$ cat config.mk
export PLATFORM = sky130hd
export DESIGN_NAME = cartridge_bank_mapper_core
export DESIGN_NICKNAME = d
export VERILOG_FILES = /design/src/hdl/cbm_pkg.sv /design/src/hdl/cartridge_bank_mapper_core.sv /design/src/hdl/cbm_translate.sv
export SDC_FILE = /design/constraint.sdc
export NUM_CORES = 1
export LEC_CHECK = 0
export BUFFER_PORTS_ARGS = -buffer_cell sky130_fd_sc_hd__buf_2
export CORE_ASPECT_RATIO = 1.1
export CORE_MARGIN = 5
export CORE_UTILIZATION = 40
export CTS_CLUSTER_DIAMETER = 80
export DETAILED_ROUTE_END_ITERATION = 16
export PLACE_DENSITY = 0.62
export SYNTH_ARGS = -nofsm -noshare
export SYNTH_HDL_FRONTEND = slang
export SYNTH_SLANG_ARGS = --single-unit
$ cat constraint.sdc
create_clock -name clk -period 3.25 [get_ports clk]
set_clock_uncertainty 0.05 [all_clocks]
set_input_delay 0.1625 -clock clk [delete_from_list [all_inputs] [get_ports clk]]
set_output_delay 0.1625 -clock clk [all_outputs]
set_load 0.05 [all_outputs]
$ cat src/hdl/cbm_pkg.sv
// Package for the cartridge bank mapper: access codes, result and bank
// state structs, address map constants and parameter defaults.
// No dependencies.
`timescale 1ns / 1ps

package cbm_pkg;

  // Field widths
  localparam int ADDR_W   = 16;
  localparam int DATA_W   = 8;
  localparam int TARGET_W = 22;
  localparam int KIND_W   = 2;

  // Parameter defaults
  localparam int unsigned DIVIDER_ADDR_DEF    = 65284;
  localparam int unsigned TIMER_CTRL_ADDR_DEF = 65287;
  localparam int unsigned RAM_BANK_BYTES_DEF  = 8192;

  // Controller kinds written through the configuration port
  localparam logic [KIND_W-1:0] KIND_NONE = 2'd0;
  localparam logic [KIND_W-1:0] KIND_MBC1 = 2'd1;
  localparam logic [KIND_W-1:0] KIND_MBC2 = 2'd2;

  // CPU access kinds
  localparam logic OP_READ  = 1'b0;
  localparam logic OP_WRITE = 1'b1;

  // Address map
  localparam logic [ADDR_W-1:0] ROM_BANKX_BASE = 16'h4000;
  localparam logic [ADDR_W-1:0] VRAM_BASE      = 16'h8000;
  localparam logic [ADDR_W-1:0] XRAM_BASE      = 16'hA000;
  localparam logic [ADDR_W-1:0] WRAM1_BASE     = 16'hC000;
  localparam logic [ADDR_W-1:0] ECHO_BASE      = 16'hE000;
  localparam logic [ADDR_W-1:0] OAM_BASE       = 16'hFE00;
  localparam logic [ADDR_W-1:0] RSVD_BASE      = 16'hFEA0;
  localparam logic [ADDR_W-1:0] IO_BASE        = 16'hFF00;
  localparam logic [ADDR_W-1:0] ECHO_OFFSET    = 16'h2000;
  localparam logic [ADDR_W-1:0] ROM_LOW_BASE   = 16'h2000;
  localparam logic [ADDR_W-1:0] ROM_HIGH_BASE  = 16'h6000;

  // RAM enable nibble values
  localparam logic [3:0] RAM_EN_CODE  = 4'hA;
  localparam logic [3:0] RAM_DIS_CODE = 4'h0;

  typedef enum logic [2:0] {
    ACT_NONE     = 3'd0,
    ACT_RD_INT   = 3'd1,
    ACT_RD_CART  = 3'd2,
    ACT_RD_XRAM  = 3'd3,
    ACT_WR_INT   = 3'd4
  } action_t;

  typedef struct packed {
    action_t               action;
    logic [TARGET_W-1:0]   target_address;
    logic [DATA_W-1:0]     write_value;
    logic                  timer_rate_changed;
    logic                  last;
  } result_t;

  typedef struct packed {
    logic [7:0] rom_bank;
    logic [1:0] ram_bank;
    logic       rom_mode;
    logic       ram_enabled;
  } bank_state_t;

endpackage

$ cat src/hdl/cartridge_bank_mapper_core.sv
// Top level of the cartridge bank mapper: input register, bank state,
// result register with a second-beat slot. Depends on cbm_pkg, cbm_translate.
`timescale 1ns / 1ps

// Usage
//   in_*  : one CPU access per beat. in_tuser = op (0 read, 1 write),
//           in_tdata = bus_address, bus_data.
//   out_* : translated accesses. out_tuser = action, out_tdata =
//           target_address, write_value, timer_rate_changed; out_tlast
//           marks the final beat of an access.
//   cfg_* : cfg_we writes cfg_wdata into the controller kind register;
//           write only while no access is in flight.
// Timing
//   An accepted access passes the input register, then the result register,
//   before its first result shows. One access per cycle is sustained while
//   out_tready stays high; an echo write with RAM enabled yields two output
//   beats, and the next access waits until the second beat has left its slot.
// Reset
//   rst_n low clears both stages, sets ROM bank 1, RAM bank 0, ROM mode,
//   RAM disabled, controller kind none.
// Stall
//   When out_tready is low the result holds; the input register keeps
//   one beat, and in_tready drops once it is full.

module cartridge_bank_mapper_core #(
  parameter int unsigned DIVIDER_ADDR    = cbm_pkg::DIVIDER_ADDR_DEF,
  parameter int unsigned TIMER_CTRL_ADDR = cbm_pkg::TIMER_CTRL_ADDR_DEF,
  parameter int unsigned RAM_BANK_BYTES  = cbm_pkg::RAM_BANK_BYTES_DEF
) (
  input  logic                         clk,
  input  logic                         rst_n,
  // configuration
  input  logic                         cfg_we,
  input  logic [cbm_pkg::KIND_W-1:0]   cfg_wdata,   // controller_kind
  // access stream
  input  logic                         in_tvalid,
  output logic                         in_tready,
  input  logic [23:0]                  in_tdata,    // bus_address[15:0], bus_data[23:16]
  input  logic                         in_tuser,    // op
  // result stream
  output logic                         out_tvalid,
  input  logic                         out_tready,
  output logic [31:0]                  out_tdata,   // target_address[21:0],
                                                    // write_value[29:22],
                                                    // timer_rate_changed[30], pad[31]
  output logic [2:0]                   out_tuser,   // action
  output logic                         out_tlast    // last
);

  logic [cbm_pkg::KIND_W-1:0]   kind_r;
  cbm_pkg::bank_state_t         state_r, state_nxt, state_calc;

  logic                         s1_valid_r, s1_valid_nxt;
  logic                         s1_op_r;
  logic [cbm_pkg::ADDR_W-1:0]   s1_addr_r;
  logic [cbm_pkg::DATA_W-1:0]   s1_data_r;

  logic                         out_valid_r, out_valid_nxt;
  cbm_pkg::result_t             out_res_r, out_res_nxt;
  logic                         pend_valid_r, pend_valid_nxt;
  cbm_pkg::result_t             pend_res_r, pend_res_nxt;

  cbm_pkg::result_t             res0, res1;
  logic                         two_beats;
  logic                         in_fire, out_fire, out_free, s1_adv;

  // Handshake
  assign out_fire  = out_valid_r && out_tready;
  assign out_free  = !pend_valid_r && (!out_valid_r || out_tready);
  assign s1_adv    = s1_valid_r && out_free;
  assign in_tready = !s1_valid_r || s1_adv;
  assign in_fire   = in_tvalid && in_tready;

  cbm_translate #(
    .DIVIDER_ADDR    (DIVIDER_ADDR),
    .TIMER_CTRL_ADDR (TIMER_CTRL_ADDR),
    .RAM_BANK_BYTES  (RAM_BANK_BYTES)
  ) u_translate (
    .op        (s1_op_r),
    .addr      (s1_addr_r),
    .data      (s1_data_r),
    .kind      (kind_r),
    .state     (state_r),
    .state_nxt (state_calc),
    .res0      (res0),
    .res1      (res1),
    .two_beats (two_beats)
  );

  // Next values for the pipeline and the bank state
  always_comb begin
    s1_valid_nxt   = s1_valid_r;
    state_nxt      = state_r;
    out_valid_nxt  = out_valid_r;
    out_res_nxt    = out_res_r;
    pend_valid_nxt = pend_valid_r;
    pend_res_nxt   = pend_res_r;
    if (in_fire) begin
      s1_valid_nxt = 1'b1;
    end else if (s1_adv) begin
      s1_valid_nxt = 1'b0;
    end
    if (s1_adv) begin
      state_nxt      = state_calc;
      out_valid_nxt  = 1'b1;
      out_res_nxt    = res0;
      pend_valid_nxt = two_beats;
      pend_res_nxt   = res1;
    end else if (out_fire) begin
      if (pend_valid_r) begin
        out_res_nxt    = pend_res_r;
        pend_valid_nxt = 1'b0;
      end else begin
        out_valid_nxt = 1'b0;
      end
    end
  end

  // Control and state registers
  always_ff @(posedge clk) begin
    if (!rst_n) begin
      kind_r       <= cbm_pkg::KIND_NONE;
      state_r      <= '{rom_bank: 8'd1, ram_bank: 2'd0, rom_mode: 1'b1,
                        ram_enabled: 1'b0};
      s1_valid_r   <= 1'b0;
      out_valid_r  <= 1'b0;
      pend_valid_r <= 1'b0;
    end else begin
      if (cfg_we) begin
        kind_r <= cfg_wdata;
      end
      state_r      <= state_nxt;
      s1_valid_r   <= s1_valid_nxt;
      out_valid_r  <= out_valid_nxt;
      pend_valid_r <= pend_valid_nxt;
    end
  end

  // Payload registers
  always_ff @(posedge clk) begin
    if (in_fire) begin
      s1_op_r   <= in_tuser;
      s1_addr_r <= in_tdata[15:0];
      s1_data_r <= in_tdata[23:16];
    end
    out_res_r  <= out_res_nxt;
    pend_res_r <= pend_res_nxt;
  end

  // Output beat
  assign out_tvalid = out_valid_r;
  assign out_tuser  = out_res_r.action;
  assign out_tlast  = out_res_r.last;
  assign out_tdata  = {1'b0, out_res_r.timer_rate_changed, out_res_r.write_value,
                       out_res_r.target_address};

endmodule

$ cat src/hdl/cbm_translate.sv
// Combinational access decode: bank register update and address
// translation for one CPU access. Depends on cbm_pkg.
`timescale 1ns / 1ps

module cbm_translate #(
  parameter int unsigned DIVIDER_ADDR    = cbm_pkg::DIVIDER_ADDR_DEF,
  parameter int unsigned TIMER_CTRL_ADDR = cbm_pkg::TIMER_CTRL_ADDR_DEF,
  parameter int unsigned RAM_BANK_BYTES  = cbm_pkg::RAM_BANK_BYTES_DEF
) (
  input  logic                            op,
  input  logic [cbm_pkg::ADDR_W-1:0]      addr,
  input  logic [cbm_pkg::DATA_W-1:0]      data,
  input  logic [cbm_pkg::KIND_W-1:0]      kind,
  input  cbm_pkg::bank_state_t            state,
  output cbm_pkg::bank_state_t            state_nxt,
  output cbm_pkg::result_t                res0,
  output cbm_pkg::result_t                res1,
  output logic                            two_beats
);

  logic                           m1;
  logic                           m2;
  logic [7:0]                     bank_cand;
  logic [cbm_pkg::TARGET_W-1:0]   xram_target;
  logic [cbm_pkg::ADDR_W-1:0]     echo_mirror;

  assign m1 = (kind == cbm_pkg::KIND_MBC1);
  assign m2 = (kind == cbm_pkg::KIND_MBC2);

  assign xram_target = cbm_pkg::TARGET_W'(addr[12:0])
                     + cbm_pkg::TARGET_W'(state.ram_bank)
                     * cbm_pkg::TARGET_W'(RAM_BANK_BYTES);
  assign echo_mirror = addr - cbm_pkg::ECHO_OFFSET;

  // Bank register update on writes below the video area
  always_comb begin
    state_nxt = state;
    bank_cand = state.rom_bank;
    if (op == cbm_pkg::OP_WRITE && addr < cbm_pkg::VRAM_BASE) begin
      if (addr < cbm_pkg::ROM_LOW_BASE) begin
        // RAM enable; MBC2 skips it when address bit 4 is set
        if ((m1 || (m2 && !addr[4]))) begin
          if (data[3:0] == cbm_pkg::RAM_EN_CODE) begin
            state_nxt.ram_enabled = 1'b1;
          end else if (data[3:0] == cbm_pkg::RAM_DIS_CODE) begin
            state_nxt.ram_enabled = 1'b0;
          end
        end
      end else if (addr < cbm_pkg::ROM_BANKX_BASE) begin
        // Low ROM bank bits, bank zero maps to one
        if (m1 || m2) begin
          bank_cand = m1 ? {state.rom_bank[7:5], data[4:0]} : {4'd0, data[3:0]};
          state_nxt.rom_bank = (bank_cand == 8'd0) ? 8'd1 : bank_cand;
        end
      end else if (addr < cbm_pkg::ROM_HIGH_BASE) begin
        // High ROM bits in ROM mode, else RAM bank select
        if (m1) begin
          if (state.rom_mode) begin
            bank_cand = {data[7:5], state.rom_bank[4:0]};
            state_nxt.rom_bank = (bank_cand == 8'd0) ? 8'd1 : bank_cand;
          end else begin
            state_nxt.ram_bank = data[1:0];
          end
        end
      end else begin
        // Mode select; entering ROM mode clears the RAM bank
        if (m1) begin
          state_nxt.rom_mode = !data[0];
          if (!data[0]) begin
            state_nxt.ram_bank = 2'd0;
          end
        end
      end
    end
  end

  // Result beats
  always_comb begin
    res0 = '{action: cbm_pkg::ACT_NONE, target_address: '0, write_value: '0,
             timer_rate_changed: 1'b0, last: 1'b1};
    res1 = res0;
    two_beats = 1'b0;
    if (op == cbm_pkg::OP_READ) begin
      if (addr >= cbm_pkg::ROM_BANKX_BASE && addr < cbm_pkg::VRAM_BASE) begin
        res0.action         = cbm_pkg::ACT_RD_CART;
        res0.target_address = {state.rom_bank, addr[13:0]};
      end else if (addr >= cbm_pkg::XRAM_BASE && addr < cbm_pkg::WRAM1_BASE) begin
        res0.action         = cbm_pkg::ACT_RD_XRAM;
        res0.target_address = xram_target;
      end else begin
        res0.action         = cbm_pkg::ACT_RD_INT;
        res0.target_address = cbm_pkg::TARGET_W'(addr);
      end
    end else if (addr < cbm_pkg::VRAM_BASE) begin
      // bank register write: nothing stored
    end else if (addr >= cbm_pkg::ECHO_BASE && addr < cbm_pkg::OAM_BASE) begin
      // echo area mirrors into work RAM when RAM is enabled
      if (state.ram_enabled) begin
        two_beats           = 1'b1;
        res0.action         = cbm_pkg::ACT_WR_INT;
        res0.target_address = cbm_pkg::TARGET_W'(addr);
        res0.write_value    = data;
        res0.last           = 1'b0;
        res1.action         = cbm_pkg::ACT_WR_INT;
        res1.target_address = cbm_pkg::TARGET_W'(echo_mirror);
        res1.write_value    = data;
      end
    end else if (addr >= cbm_pkg::RSVD_BASE && addr < cbm_pkg::IO_BASE) begin
      // restricted area: dropped
    end else begin
      res0.action         = cbm_pkg::ACT_WR_INT;
      res0.target_address = cbm_pkg::TARGET_W'(addr);
      if (addr == cbm_pkg::ADDR_W'(DIVIDER_ADDR)) begin
        res0.write_value = '0;
      end else begin
        res0.write_value        = data;
        res0.timer_rate_changed = (addr == cbm_pkg::ADDR_W'(TIMER_CTRL_ADDR));
      end
    end
  end

endmodule

==> run summary <==
Core Region -> 11,000 um2
number of rows created at floorplan -> 40
endpoint of the most critical setup path -> out_tdata[4]
cell area after placement -> 4980 um2
Worst R2R Path Depth -> 5
Worst Hold Class -> in -> reg
actual transition at the worst max-transition pin -> 627 ps
full die area -> 13,500 um2
internal cell power -> 2.20 mW
average detailed-routed wire length per instance -> 16.0 um
Crit Path Category -> reg -> reg
Net count, final -> 500
via count -> 3,179
Sinks on Clock Net -> 102
clk slew on worst S/H paths -> 70 ps
die width -> 111 um
proportion of synthesized area in mux cells -> 0.888%
share of power burned in combinational logic -> 9.4%
gpl congestion -> 0.849
power density over the cells -> 519 nW/um2
synthesized instance count -> 373
ratio of cells with drive above 1 in the final layout -> 20.9%
distinct cell type count of the synthesized netlist -> 56
share of power burned in registers -> 53.0%
count of state elements after synthesis -> 102
vias in the first global route -> 3,285
Layout area overhead -> 23.1%
Critical path buffers and inverters -> 0
buffer count from post-CTS setup fixing -> 0
footprint of the multi-input gates -> 1490 um2
number of fill cells in the layout -> 964
critical path depth -> 5
post-route DRC violation count -> 0
largest stage delay on the critical path -> 730 ps
clock share of power -> 37.6%
setup-violating endpoint count in the final report -> 0
Reg2Reg Capture Point -> out_tdata[4]
area occupied by registers -> 2890 um2
overall track demand over capacity in global routing -> 15.4%
library cell used as clock root buffer -> clkbuf_16
switching share of power -> 23.5%
crit end category -> register
# port buffers -> 68
WP data required -> 3260 ps
Setup TNS Final -> 0 ps
I/O pin total -> 70
RR Startpoint -> s1_addr_r[14]
total standard cell area after synthesis -> 4510 um2
Die Y -> 121 um
final wirelength -> 9860 um
YS warnings -> 0
unrepaired setup endpoints after global routing -> false
half-perimeter wire length of the detailed placement result -> 6910 um
routed via count divided by cell count -> 5.17
category of cells accounting for the largest share of critical-path delay -> compound AO/OA/AOI/OAI gates
number of levels the H-tree was split into -> 3
final period demand of the worst path -> 2490 ps
standby leakage power -> 2.07 nW
number of buffers on the longest clock path -> 2
async set or reset register ratio after synthesis -> 0%
largest family of logic cells by synthesized area -> simple AND/OR/NAND/NOR gates
achievable frequency -> 0.402 GHz
status -> complete, no violations
Post-Syn Nets -> 410
maximum number of pins on one net before global-route repair -> 31
origin of the worst setup path -> s1_addr_r[14]
post-layout total power -> 2.88 mW
Antenna Nets Post-Route -> 0
leading register cell type out of synthesis -> edfxtp_1
ordered list of cells on the worst path -> and3_1 -> nand2_1 -> o22ai_1 -> o311a_1 -> a21oi_1
number of detailed-routing iterations run before antenna repair -> 5
global-route wire length before repair -> 16,600 um
syn_area_per_cell -> 12.1 um2
hold violation total from the final report -> 0
Critical Path Fanout Max -> 19
Slew Limit Fails -> 0
adder and majority cell fraction of the synthesized area -> 1.39%
switching power -> 0.676 mW
Max Cap Viol -> 0
TritonCTS clock tree -> done
complex-gate fraction of the synthesized area -> 9.71%
Util after Layout -> 50.6%
clock buffer count from CTS -> 9
share of synthesized cell area in and, or, nand and nor gates -> 20.6%
final cell area excluding filler cells -> 5550 um2
starting density of the core -> 41.1%
number of antenna violations at the first check in global routing -> 0
worst path arrival time -> 2500 ps
worst hold-check slack -> 25.7 ps
Iteration-0 DRC Markers -> 256
Max VDD drop -> 0.251 mV
Slowest-stage cell, CP -> edfxtp_1
XOR/XNOR Fraction of Synth Area -> 0.194%
worst reg2reg setup slack -> 760 ps
total gr overflow -> 0
crit path launch type -> register
Post-synth EDFFs -> 85
ANT cells -> 0
Worst slew margin -> 57.9%
worst skew pair latency -> 340 ps
final worst path period share -> 76.6%
share of synthesized area occupied by flip-flops and latches -> 64.2%
[synthesized netlist by cell type, types with 3 or more instances]
| cell type | n | area share (%) |
|---|---|---|
| a21boi_0 | 9 | 1.5 |
| a21oi_1 | 16 | 1.8 |
| a22oi_1 | 3 | 0.50 |
| and2_1 | 28 | 3.9 |
| and3_1 | 3 | 0.42 |
| buf_2 | 3 | 0.33 |
| clkbuf_1 | 12 | 1.0 |
| dfxtp_1 | 17 | 7.5 |
| edfxtp_1 | 85 | 57 |
| ha_1 | 5 | 1.4 |
| inv_1 | 9 | 0.75 |
| mux2i_1 | 4 | 0.89 |
| nand2_1 | 53 | 4.4 |
| nand2b_1 | 3 | 0.42 |
| nand3_1 | 12 | 1.3 |
| nand4_1 | 19 | 2.6 |
| nor2_1 | 16 | 1.3 |
| nor2b_1 | 11 | 1.5 |
| nor3_1 | 5 | 0.55 |
| nor4_1 | 4 | 0.55 |
| o21ai_0 | 11 | 1.2 |
| o31a_1 | 3 | 0.58 |
[worst min-delay path: cells and delay by family]
family,cells,cell delay [ps]
AOI/OAI and AO/OA,1,60
buffers and inverters,2,140
[timing repair]
action | CTS | global route
hold endpoints to repair | 25 | 0
hold buffers | 25 | 0
gates resized for setup | 0 | 0
[layout make-up]
class | count | area share [%]
clock buffers | 13 | 5.28
clock inverters | 3 | 0.383
inverters | 10 | 0.676
multi-input cells | 242 | 26.9
flip-flops and latches | 102 | 52.1
well taps | 147 | 3.31
repair buffers | 98 | 11.3
[sequential cells by signal, indices dropped and copies added, names as in the netlist]
| register | flops |
|---|---|
| out_tuser | 3 |
| kind_r | 2 |
| s1_op_r | 1 |
| out_tvalid | 1 |
| out_tlast | 1 |
| state_r | 12 |
| s1_data_r | 8 |
| pend_res_r | 25 |
| s1_valid_r | 1 |
| s1_addr_r | 16 |
| pend_valid_r | 1 |
| out_tdata | 31 |
[metal layers]
metal / track usage, % / wire [um]
met3: 3.99 / 554
met2: 24.7 / 4730
met4: 6.54 / 146
met1: 19.7 / 4430
met5: 0 / 0
[metrics by stage]
step	std cells	setup slack, ps
global placement	574	772
global route	615	536
detailed placement	574	755
floorplan	373	122
CTS	615	751
finish	615	760
[how the worst min path moves through the flow]
stage / slack (ps) / depth (start not counted) / from / endpoint
6_report: 30 / 3 / in_tvalid / s1_valid_r
5_1_grt: 40 / 3 / in_tvalid / s1_valid_r
4_1_cts: 8 / 3 / in_tvalid / s1_valid_r
3_5_place_dp: 290 / 1 / in_tdata[20] / s1_data_r[4]
3_3_place_gp: 290 / 1 / in_tdata[23] / s1_data_r[7]
2_1_floorplan: 210 / 0 / in_tdata[0] / s1_addr_r[0]
[cells by family after synthesis]
kind of cell	count (synthesis)
AO/OA/AOI/OAI	63
buffers and inverters	29
flip-flops	102
XOR/XNOR	1
AND/OR/NAND/NOR	168
multiplexers	4
adder cells (fa/ha/maj)	5
other	1
[layout by cell type, fill, tap and decap left out, types with 12 or more instances in the layout]
master         synthesis  final
a21oi_1               16     15
and2_1                28     28
buf_2                  3     68
dfxtp_1               17     17
dlygate4sd3_1          0     25
edfxtp_1              85     85
nand2_1               53     53
nand3_1               12     12
nand4_1               19     19
nor2_1                16     16
[power by group through the flow]
stage	Sequential [mW]	Combinational, mW	Clock [mW]
2_1_floorplan	1.61	0.110	0
3_3_place_gp	1.55	0.245	0
3_5_place_dp	1.55	0.248	0
4_1_cts	1.53	0.273	1.11
5_1_grt	1.53	0.295	1.16
6_report	1.53	0.269	1.08
No activity file was read; power rests on OpenSTA's default activity.
